`src/design/poi_pkg.sv`:
```
// Shared types, constants and the CORDIC arctan table of the pose integrator.
`timescale 1ns / 1ps
`default_nettype none

package poi_pkg;

	// Field widths
	localparam int V_W    = 16;            // speed and rate magnitude
	localparam int DT_W   = 16;            // step time
	localparam int POS_W  = 32;            // position
	localparam int HDG_W  = 16;            // binary angle
	localparam int IN_W   = 3 * V_W;       // slave tdata
	localparam int OUT_W  = 2 * POS_W + HDG_W;

	// CORDIC datapath: Q2.30 with headroom
	localparam int CW        = 34;
	localparam int TABLE_LEN = 24;
	localparam int IDX_W     = $clog2(TABLE_LEN);

	// Second multiply pass: operand width of the serial lanes
	localparam int MB_W = 32;

	localparam logic signed [CW-1:0] GAIN_INV_Q30   = 34'sd652032874;
	localparam logic signed [CW-1:0] TWO_PI_Q30     = 34'sd6746518852;
	localparam logic [MB_W-1:0]      RAD_TO_BAM_Q32 = 32'd683565276;

	// Load / step strobes for a sequenced unit
	typedef struct packed {
		logic load;
		logic step;
	} seq_ctl_t;

	// atan(2^-i) in Q2.30
	function automatic logic signed [CW-1:0] atan_q30(input logic [IDX_W-1:0] idx);
		logic signed [CW-1:0] v;
		begin
			case (idx)
				5'd0:    v = 34'sd843314857;
				5'd1:    v = 34'sd497837829;
				5'd2:    v = 34'sd263043837;
				5'd3:    v = 34'sd133525159;
				5'd4:    v = 34'sd67021687;
				5'd5:    v = 34'sd33543516;
				5'd6:    v = 34'sd16775851;
				5'd7:    v = 34'sd8388437;
				5'd8:    v = 34'sd4194283;
				5'd9:    v = 34'sd2097149;
				5'd10:   v = 34'sd1048576;
				5'd11:   v = 34'sd524288;
				5'd12:   v = 34'sd262144;
				5'd13:   v = 34'sd131072;
				5'd14:   v = 34'sd65536;
				5'd15:   v = 34'sd32768;
				5'd16:   v = 34'sd16384;
				5'd17:   v = 34'sd8192;
				5'd18:   v = 34'sd4096;
				5'd19:   v = 34'sd2048;
				5'd20:   v = 34'sd1024;
				5'd21:   v = 34'sd512;
				5'd22:   v = 34'sd256;
				5'd23:   v = 34'sd128;
				default: v = '0;
			endcase
			return v;
		end
	endfunction

endpackage

`default_nettype wire

```
`src/design/poi_smul.sv`:
```
// Serial-parallel unsigned multiplier: one multiplier bit per cycle while step is set, LSB first.
`timescale 1ns / 1ps
`default_nettype none

module poi_smul import poi_pkg::*; #(
	parameter int A_W = 16,
	parameter int B_W = 16
) (
	input  wire logic             clk,
	input  wire seq_ctl_t         ctl,
	input  wire logic [A_W-1:0]   a,
	input  wire logic [B_W-1:0]   b,
	output logic [A_W+B_W-1:0]    prod
);

	logic [A_W-1:0] a_q;
	logic [A_W-1:0] hi_q;
	logic [B_W-1:0] lo_q;      // multiplier bits out, product bits in
	logic [A_W:0]   sum;

	// Partial product add on the upper half only
	assign sum = {1'b0, hi_q} + (lo_q[0] ? {1'b0, a_q} : '0);

	// Shift-add step; done after B_W steps
	always_ff @(posedge clk) begin
		if (ctl.load) begin
			a_q  <= a;
			hi_q <= '0;
			lo_q <= b;
		end else if (ctl.step) begin
			hi_q <= sum[A_W:1];
			lo_q <= {sum[0], lo_q[B_W-1:1]};
		end
	end

	assign prod = {hi_q, lo_q};

endmodule

`default_nettype wire

```
`src/design/poi_cordic.sv`:
```
// Rotation-mode CORDIC, one iteration per step, Q2.30 cos and sin.
`timescale 1ns / 1ps
`default_nettype none

module poi_cordic import poi_pkg::*; (
	input  wire logic                 clk,
	input  wire logic                 arst_n,
	input  wire seq_ctl_t             ctl,
	input  wire logic signed [CW-1:0] z0,
	output logic signed [CW-1:0]      cos_o,
	output logic signed [CW-1:0]      sin_o
);

	logic signed [CW-1:0] x_q;
	logic signed [CW-1:0] y_q;
	logic signed [CW-1:0] z_q;
	logic [IDX_W-1:0]     i_q;
	logic signed [CW-1:0] xs;
	logic signed [CW-1:0] ys;
	logic signed [CW-1:0] ang;

	// Floor shifts and table angle for this iteration
	assign xs  = x_q >>> i_q;
	assign ys  = y_q >>> i_q;
	assign ang = atan_q30(i_q);

	// Iteration index
	always_ff @(posedge clk or negedge arst_n) begin
		if (!arst_n) begin
			i_q <= '0;
		end else if (ctl.load) begin
			i_q <= '0;
		end else if (ctl.step) begin
			i_q <= i_q + 1'b1;
		end
	end

	// Micro-rotation, direction from the sign of the residual angle
	always_ff @(posedge clk) begin
		if (ctl.load) begin
			x_q <= GAIN_INV_Q30;
			y_q <= '0;
			z_q <= z0;
		end else if (ctl.step) begin
			if (!z_q[CW-1]) begin
				x_q <= x_q - ys;
				y_q <= y_q + xs;
				z_q <= z_q - ang;
			end else begin
				x_q <= x_q + ys;
				y_q <= y_q - xs;
				z_q <= z_q + ang;
			end
		end
	end

	assign cos_o = x_q;
	assign sin_o = y_q;

endmodule

`default_nettype wire

```
`src/design/planar_odometry_integrator.sv`:
```
// Top level: 2D dead-reckoning pose integrator with serial multiply lanes.
//
//  channel  | direction | tdata fields (lsb first)                  | handshake
//  ---------+-----------+-------------------------------------------+----------------
//  s_*      | in        | forward_speed, side_speed, turn_rate      | tvalid/tready
//  m_*      | out       | pos_x, pos_y, heading                     | tvalid/tready
//  cfg_*    | in        | step_time                                 | cfg_we strobe
//
// A transaction runs from accept through S_LOAD, S_ROT (as long as the longer of the
// CORDIC iterations and the 16-bit first multiply pass), S_MLD, the 32 bit-steps of the
// serial lanes in S_MUL, S_SUM, S_RND and S_ACC; m_tvalid rises with the pose update.
// A new transaction is accepted while the last result still waits; it stalls only at
// its final update until that result is taken.
// Reset clears the pose to zero and loads step_time with 1311.
`timescale 1ns / 1ps
`default_nettype none

module planar_odometry_integrator import poi_pkg::*; #(
	parameter int CORDIC_STEPS = 16
) (
	input  wire logic              clk,
	input  wire logic              arst_n,
	input  wire logic              s_tvalid,
	output logic                   s_tready,
	input  wire logic [IN_W-1:0]   s_tdata,    // forward_speed, side_speed, turn_rate
	output logic                   m_tvalid,
	input  wire logic              m_tready,
	output logic [OUT_W-1:0]       m_tdata,    // pos_x, pos_y, heading
	input  wire logic              cfg_we,
	input  wire logic [DT_W-1:0]   cfg_wdata   // step_time
);

	localparam int ROT_LEN = (CORDIC_STEPS > DT_W) ? CORDIC_STEPS : DT_W;
	localparam int CNT_MAX = (ROT_LEN > MB_W) ? ROT_LEN : MB_W;
	localparam int CNT_W   = $clog2(CNT_MAX);
	localparam int P2_W    = 2 * MB_W;
	localparam int T_W     = P2_W + 2;
	localparam int ZP_W    = HDG_W + CW;
	localparam int DX_W    = T_W - 41;

	localparam logic [CNT_W-1:0] ROT_LAST = CNT_W'(ROT_LEN - 1);
	localparam logic [CNT_W-1:0] MUL_LAST = CNT_W'(MB_W - 1);
	localparam logic [CNT_W-1:0] COR_END  = CNT_W'(CORDIC_STEPS);
	localparam logic [CNT_W-1:0] DT_END   = CNT_W'(DT_W);

	typedef enum logic [7:0] {
		S_IDLE = 8'b0000_0001,
		S_LOAD = 8'b0000_0010,
		S_ROT  = 8'b0000_0100,
		S_MLD  = 8'b0000_1000,
		S_MUL  = 8'b0001_0000,
		S_SUM  = 8'b0010_0000,
		S_RND  = 8'b0100_0000,
		S_ACC  = 8'b1000_0000
	} state_t;

	// Magnitude of a 16-bit signed value (-32768 maps to 32768)
	function automatic logic [V_W-1:0] mag16(input logic [V_W-1:0] v);
		return v[V_W-1] ? (~v + 1'b1) : v;
	endfunction

	// Magnitude of a CORDIC output, low MB_W bits
	function automatic logic [MB_W-1:0] magc(input logic signed [CW-1:0] v);
		logic signed [CW-1:0] t;
		begin
			t = v[CW-1] ? -v : v;
			return t[MB_W-1:0];
		end
	endfunction

	// Signed term from sign and product magnitude
	function automatic logic signed [T_W-1:0] term(input logic neg,
			input logic [P2_W-1:0] m);
		logic signed [T_W-1:0] t;
		begin
			t = $signed({2'b00, m});
			return neg ? -t : t;
		end
	endfunction

	// Saturating accumulate of a position
	function automatic logic [POS_W-1:0] sat_add(input logic [POS_W-1:0] acc,
			input logic signed [DX_W-1:0] d);
		logic signed [POS_W:0] s;
		begin
			s = (POS_W+1)'($signed(acc)) + (POS_W+1)'(d);
			if (s[POS_W] != s[POS_W-1])
				return s[POS_W] ? {1'b1, {(POS_W-1){1'b0}}} : {1'b0, {(POS_W-1){1'b1}}};
			return s[POS_W-1:0];
		end
	endfunction

	state_t            state_q;
	logic [CNT_W-1:0]  cnt_q;
	logic              out_valid_q;
	logic              acc_fire;
	logic              s_fire;

	logic [DT_W-1:0]   step_time_q;
	logic [POS_W-1:0]  acc_x_q;
	logic [POS_W-1:0]  acc_y_q;
	logic [HDG_W-1:0]  acc_heading_q;

	logic [V_W-1:0]    fwd_q;
	logic [V_W-1:0]    side_q;
	logic [V_W-1:0]    turn_q;
	logic signed [HDG_W-1:0] h_q;
	logic              flip_q;
	logic              sc_q;
	logic              ss_q;

	logic signed [HDG_W:0]   h_ext;
	logic signed [HDG_W:0]   h_fold;
	logic                    flip_d;
	logic signed [ZP_W-1:0]  z_prod;
	logic signed [CW-1:0]    z0;
	logic signed [CW-1:0]    cor_c;
	logic signed [CW-1:0]    cor_s;

	seq_ctl_t          cor_ctl;
	seq_ctl_t          p1_ctl;
	seq_ctl_t          p2_ctl;
	logic [2*V_W-1:0]  pf;
	logic [2*V_W-1:0]  ps;
	logic [2*V_W-1:0]  pw;
	logic [P2_W-1:0]   pfc;
	logic [P2_W-1:0]   pfs;
	logic [P2_W-1:0]   psc;
	logic [P2_W-1:0]   pss;
	logic [P2_W-1:0]   pwk;

	logic signed [T_W-1:0]   xt_q;
	logic signed [T_W-1:0]   yt_q;
	logic signed [T_W-1:0]   ht_q;
	logic signed [T_W-1:0]   xr;
	logic signed [T_W-1:0]   yr;
	logic signed [T_W-1:0]   hr;
	logic signed [DX_W-1:0]  dx_q;
	logic signed [DX_W-1:0]  dy_q;
	logic [HDG_W-1:0]        dh_q;

	logic sf;
	logic sv;
	logic sw;

	assign s_tready = (state_q == S_IDLE);
	assign s_fire   = s_tvalid && s_tready;
	assign acc_fire = (state_q == S_ACC) && (!out_valid_q || m_tready);
	assign m_tvalid = out_valid_q;
	assign m_tdata  = {acc_heading_q, acc_y_q, acc_x_q};

	// Operand signs: side speed and turn rate are negated into the world frame
	assign sf = fwd_q[V_W-1];
	assign sv = ~side_q[V_W-1];
	assign sw = ~turn_q[V_W-1];

	// Fold the stored heading into half a turn around zero
	always_comb begin
		h_ext  = (HDG_W+1)'($signed(acc_heading_q));
		h_fold = h_ext;
		flip_d = 1'b0;
		if (h_ext > 17'sd16384) begin
			h_fold = h_ext - 17'sd32768;
			flip_d = 1'b1;
		end else if (h_ext < -17'sd16384) begin
			h_fold = h_ext + 17'sd32768;
			flip_d = 1'b1;
		end
	end

	// Binary angle to Q2.30 radians, round half up
	assign z_prod = ZP_W'(h_q) * ZP_W'(TWO_PI_Q30) + ZP_W'(32768);
	assign z0     = CW'(z_prod >>> 16);

	// Sequencer
	always_ff @(posedge clk or negedge arst_n) begin
		if (!arst_n) begin
			state_q <= S_IDLE;
			cnt_q   <= '0;
		end else begin
			unique case (state_q)
				S_IDLE: begin
					if (s_fire)
						state_q <= S_LOAD;
				end
				S_LOAD: begin
					cnt_q   <= '0;
					state_q <= S_ROT;
				end
				S_ROT: begin
					cnt_q <= cnt_q + 1'b1;
					if (cnt_q == ROT_LAST)
						state_q <= S_MLD;
				end
				S_MLD: begin
					cnt_q   <= '0;
					state_q <= S_MUL;
				end
				S_MUL: begin
					cnt_q <= cnt_q + 1'b1;
					if (cnt_q == MUL_LAST)
						state_q <= S_SUM;
				end
				S_SUM: state_q <= S_RND;
				S_RND: state_q <= S_ACC;
				S_ACC: begin
					if (acc_fire)
						state_q <= S_IDLE;
				end
				default: state_q <= S_IDLE;
			endcase
		end
	end

	// Unit strobes
	assign cor_ctl.load = (state_q == S_LOAD);
	assign cor_ctl.step = (state_q == S_ROT) && (cnt_q < COR_END);
	assign p1_ctl.load  = (state_q == S_LOAD);
	assign p1_ctl.step  = (state_q == S_ROT) && (cnt_q < DT_END);
	assign p2_ctl.load  = (state_q == S_MLD);
	assign p2_ctl.step  = (state_q == S_MUL);

	// Step time register
	always_ff @(posedge clk or negedge arst_n) begin
		if (!arst_n)
			step_time_q <= DT_W'(1311);
		else if (cfg_we)
			step_time_q <= cfg_wdata;
	end

	// Transaction capture and rotation signs
	always_ff @(posedge clk) begin
		if (s_fire) begin
			fwd_q  <= s_tdata[V_W-1:0];
			side_q <= s_tdata[2*V_W-1:V_W];
			turn_q <= s_tdata[3*V_W-1:2*V_W];
			h_q    <= HDG_W'(h_fold);
			flip_q <= flip_d;
		end
		if (state_q == S_MLD) begin
			sc_q <= cor_c[CW-1] ^ flip_q;
			ss_q <= cor_s[CW-1] ^ flip_q;
		end
	end

	poi_cordic u_cordic (
		.clk    (clk),
		.arst_n (arst_n),
		.ctl    (cor_ctl),
		.z0     (z0),
		.cos_o  (cor_c),
		.sin_o  (cor_s)
	);

	// First pass: speeds and rate times step time
	poi_smul #(.A_W(V_W), .B_W(DT_W)) u_mul_f (
		.clk(clk), .ctl(p1_ctl), .a(mag16(fwd_q)), .b(step_time_q), .prod(pf));
	poi_smul #(.A_W(V_W), .B_W(DT_W)) u_mul_s (
		.clk(clk), .ctl(p1_ctl), .a(mag16(side_q)), .b(step_time_q), .prod(ps));
	poi_smul #(.A_W(V_W), .B_W(DT_W)) u_mul_w (
		.clk(clk), .ctl(p1_ctl), .a(mag16(turn_q)), .b(step_time_q), .prod(pw));

	// Second pass: rotation by cos/sin, rate to binary angle
	poi_smul #(.A_W(MB_W), .B_W(MB_W)) u_mul_fc (
		.clk(clk), .ctl(p2_ctl), .a(pf), .b(magc(cor_c)), .prod(pfc));
	poi_smul #(.A_W(MB_W), .B_W(MB_W)) u_mul_fs (
		.clk(clk), .ctl(p2_ctl), .a(pf), .b(magc(cor_s)), .prod(pfs));
	poi_smul #(.A_W(MB_W), .B_W(MB_W)) u_mul_sc (
		.clk(clk), .ctl(p2_ctl), .a(ps), .b(magc(cor_c)), .prod(psc));
	poi_smul #(.A_W(MB_W), .B_W(MB_W)) u_mul_ss (
		.clk(clk), .ctl(p2_ctl), .a(ps), .b(magc(cor_s)), .prod(pss));
	poi_smul #(.A_W(MB_W), .B_W(MB_W)) u_mul_wk (
		.clk(clk), .ctl(p2_ctl), .a(pw), .b(RAD_TO_BAM_Q32), .prod(pwk));

	// Rounding adds
	assign xr = xt_q + (T_W'(1) <<< 41);
	assign yr = yt_q + (T_W'(1) <<< 41);
	assign hr = ht_q + (T_W'(1) <<< 43);

	// Combine terms, round, then update the pose
	always_ff @(posedge clk) begin
		if (state_q == S_SUM) begin
			xt_q <= term(sf ^ sc_q, pfc) + term(~(sv ^ ss_q), pss);
			yt_q <= term(sf ^ ss_q, pfs) + term(sv ^ sc_q, psc);
			ht_q <= term(sw, pwk);
		end
		if (state_q == S_RND) begin
			dx_q <= DX_W'(xr >>> 42);
			dy_q <= DX_W'(yr >>> 42);
			dh_q <= HDG_W'(hr >>> 44);
		end
	end

	// Pose state doubles as the output register
	always_ff @(posedge clk or negedge arst_n) begin
		if (!arst_n) begin
			acc_x_q       <= '0;
			acc_y_q       <= '0;
			acc_heading_q <= '0;
			out_valid_q   <= 1'b0;
		end else begin
			if (acc_fire) begin
				acc_x_q       <= sat_add(acc_x_q, dx_q);
				acc_y_q       <= sat_add(acc_y_q, dy_q);
				acc_heading_q <= acc_heading_q + dh_q;
				out_valid_q   <= 1'b1;
			end else if (m_tready) begin
				out_valid_q <= 1'b0;
			end
		end
	end

endmodule

`default_nettype wire

```
`config.mk`:
```
export PLATFORM = sky130hd
export DESIGN_NAME = planar_odometry_integrator
export DESIGN_NICKNAME = d
export VERILOG_FILES = /design/src/design/poi_pkg.sv /design/src/design/poi_smul.sv /design/src/design/poi_cordic.sv /design/src/design/planar_odometry_integrator.sv
export SDC_FILE = /design/constraint.sdc
export NUM_CORES = 2
export LEC_CHECK = 0
export BUFFER_PORTS_ARGS = -buffer_cell sky130_fd_sc_hd__buf_2
export CAP_MARGIN = 20
export CORE_AREA = 2 2 521 523
export CTS_CLUSTER_DIAMETER = 40
export DETAILED_ROUTE_END_ITERATION = 10
export DIE_AREA = 0 0 523 525
export GPL_ROUTABILITY_DRIVEN = 0
export HOLD_SLACK_MARGIN = 0.08
export SLEW_MARGIN = 40
export SYNTH_ARGS = -nofsm -noshare
export SYNTH_HDL_FRONTEND = slang
export SYNTH_SLANG_ARGS = --single-unit
```
`constraint.sdc`:
```
create_clock -name clk -period 9.1 [get_ports clk]
set_input_delay 0.91 -clock clk [delete_from_list [all_inputs] [get_ports clk]]
set_output_delay 0.91 -clock clk [all_outputs]
set_load 0.01 [all_outputs]
```
==> out/metrics.yaml <==
status: "finished, final reports clean"
max_slew_margin_pct: 41.8
synth_edf_count: 552
clock_latency_ns: 0.85
r2r_setup_slack_ns: 0.87
first_global_vias: 65000
cts_root_buffer: "clkbuf_16"
period_needed_ns: 8.23
max_freq_mhz: 122
port_buffers: 150
worst_ep_arrival_time_ns: 8.91
worstSetupPathType: "flip-flop to flip-flop"
vias: 66700
dp_cells: 12200
synthArstFlopShare_pct: 11.8
synthTopCellsByCount: "nand2_1 (833), ha_1 (735), o21ai_0 (642)"
drc: 0
crit_fanout: 7
synth_most_common_cell: "nand2_1"
top_level_ports: 151
crit_path_start: "h_q[4]$_DFFE_PP_"
start_util_pct: 29.8
rows: 191
syn_nets: 9767
syn_to_final_growth_pct: 13.8
grt_usage_pct: 17.0
synth_top_area_share_pct: 20.7
ys_types: 111
rr_endpoint: "u_cordic.z_q[33]$_DFFE_PP_"
numCtsBuffers: 194
cp_data_required_time_ns: 9.78
reg2regPathDepth: 24
endpoint: "u_cordic.z_q[33]$_DFFE_PP_"
die_area_um2: 275000
die_y_um: 525
wl_um: 241000
ant_nets: 0
r2r-start: "h_q[4]$_DFFE_PP_"
tightest_slew_ns: 0.872
core_um2: 269000
yosysTopAreaCell: "edfxtp_1"
grt.overflow.total: 0
setup_slack_ns: 0.870
rsz0062_at_grt: "no"
first_iter_violations: 5748
stdcell_count: 12600
endpoint_kind: "flip-flop"
avgSynthCellArea_um2: 9.11
dpl_worst_slack_ns: 0.905
seqCellArea_um2: 25600
max-cap-violations: 0
timing.final.max_slew_violations: 0
wl_per_cell_um: 19.1
multiInputGateArea_um2: 51500
antenna_found_initial: 25
ys_seq_area_share_pct: 31.9
clock_path_buffers: 4
synth_ff_type: "edfxtp_1"
drive_gt1_share_pct: 8.68
dpl_cell_area_um2: 84500
htreeDepth: 4
hp-class: "primary input to flip-flop"
cts_sinks: 975
first_pass_iters: 6
cts_tree: "built"
synthCells: 8807
fin_area_um2: 91300
syn-cell-area_um2: 80300
nets: 9809
vias_per_cell: 5.29
synth_area_leaders: "edfxtp_1 (21%), ha_1 (11%), dfxtp_1 (7.7%), xnor2_1 (5.6%), xor2_1 (4.6%)"
grt_max_degree: 167
tns_ns: 0
ys_ff_latch: 975
clock_skew_ns: 0.0614
setup_viol: 0
hpwl_um: 185000
start_kind: "flip-flop"
grt_pass1_wl_um: 372000
hold_viol: 0
cts_setup_buffers: 0
finalCritPeriodShare_pct: 90.4
fillers: 27100
clk_pin_slew_ns: 0.06
ys_warn_count: 0
fp.dieW_um: 523
logic make-up (layout without fill, tap and decap cells):
group                    after synthesis  after routing  synth area share, %
multiplexers                         190            190                 3.76
buffers and inverters                794            994                 4.13
flip-flops                           975            975                 31.9
other                                  0             16                    0
adder cells (fa/ha/maj)              905            905                 15.5
AND/OR/NAND/NOR                     2694           2694                 16.3
AO/OA/AOI/OAI                       2316           2316                 18.1
XOR/XNOR                             933            933                 10.2
per-layer routing:
metal,wire (um),GRT usage [%],part of all wire [%]
met1,108000,23.2,45
met2,105000,26.2,44
met3,18400,3.28,7.6
met4,9590,6.66,4.0
met5,86,0,0.036
per-stage QoR:
stage | utilization (%) | hold slack (ns)
2_1_floorplan | - | 0.426
3_3_place_gp | 31.3 | 0.435
3_5_place_dp | 31.4 | 0.434
4_1_cts | 33.9 | 0.173
5_1_grt | 33.9 | 0.185
6_report | 33.9 | 0.239
repair_timing:
action                                  in CTS  in global routing
endpoints found under the hold margin        7                  0
endpoints found under the setup margin       0                  0
hold buffers                                 1                  0
gates resized for setup                      0                  0
cell type report:
class | count | area share [%]
repair buffers | 223 | 1.56
inverters | 417 | 1.73
diodes | 16 | 0.0438
well taps | 3570 | 4.89
clock inverters | 129 | 1.60
multi-input cells | 7038 | 56.4
flip-flops and latches | 975 | 28.1
clock buffers | 225 | 5.70
registers in the layout (all words and copies together), names as in the netlist, 17 cells and up:
signal,flops
u_cordic.sin_o,34
u_mul_ss.hi_q,32
dx_q,24
u_mul_sc.lo_q,32
u_cordic.cos_o,34
u_mul_sc.hi_q,32
u_mul_wk.lo_q,32
u_mul_sc.a_q,32
u_mul_wk.a_q,32
u_mul_fs.lo_q,32
acc_y_q,32
yt_q,25
xt_q,25
u_mul_fs.hi_q,32
ht_q,17
u_mul_fc.lo_q,32
dy_q,24
acc_x_q,32
u_mul_fc.hi_q,32
u_cordic.z_q,34
u_mul_ss.lo_q,32
u_mul_fs.a_q,32
u_mul_wk.hi_q,32
worst min path at each step:
stage               slack, ns                          to  depth (start not counted)                        from
floorplan                0.43  u_mul_fs.a_q[10]$_DFFE_PP_                          0  u_mul_f.lo_q[10]$_DFFE_PP_
global placement         0.44  u_mul_sc.a_q[14]$_DFFE_PP_                          0  u_mul_s.lo_q[14]$_DFFE_PP_
detailed placement       0.43  u_mul_sc.a_q[14]$_DFFE_PP_                          0  u_mul_s.lo_q[14]$_DFFE_PP_
CTS                      0.17         fwd_q[11]$_DFFE_PP_                          1                 s_tdata[11]
global route             0.19         fwd_q[11]$_DFFE_PP_                          1                 s_tdata[11]
finish                   0.24         fwd_q[11]$_DFFE_PP_                          1                 s_tdata[11]
cells in the final DEF, fill, tap and decap left out, types with 200 or more instances in the layout:
cell         n
nand2_1    832
ha_1       735
o21ai_0    642
a21oi_1    596
edfxtp_1   552
nor2_1     551
xnor2_1    506
xor2_1     417
inv_1      409
dfxtp_1    306
a21o_1     258
and2_1     256
nand3_1    255
clkbuf_16  200
worst max-delay path, cell delays in order, from the launching register on:
cell,delay [ns]
edfxtp_1,0.53
inv_1,0.16
fa_1,0.66
fa_1,0.47
fa_1,0.52
inv_1,0.05
fa_1,0.47
fa_1,0.55
inv_1,0.07
fa_1,0.54
inv_1,0.05
ha_1,0.37
a21oi_1,0.21
o21ai_0,0.16
a22oi_1,0.23
o21ai_0,0.14
o21ai_0,0.58
o211ai_1,0.28
xor2_1,0.36
nand4_1,0.28
or4_1,0.60
nor3_1,0.28
mux2i_1,0.22
nor2b_1,0.06
o31ai_1,0.21
Power is not shown: default switching activity piles up to over one toggle a cycle in this logic, so the estimate is an artifact.
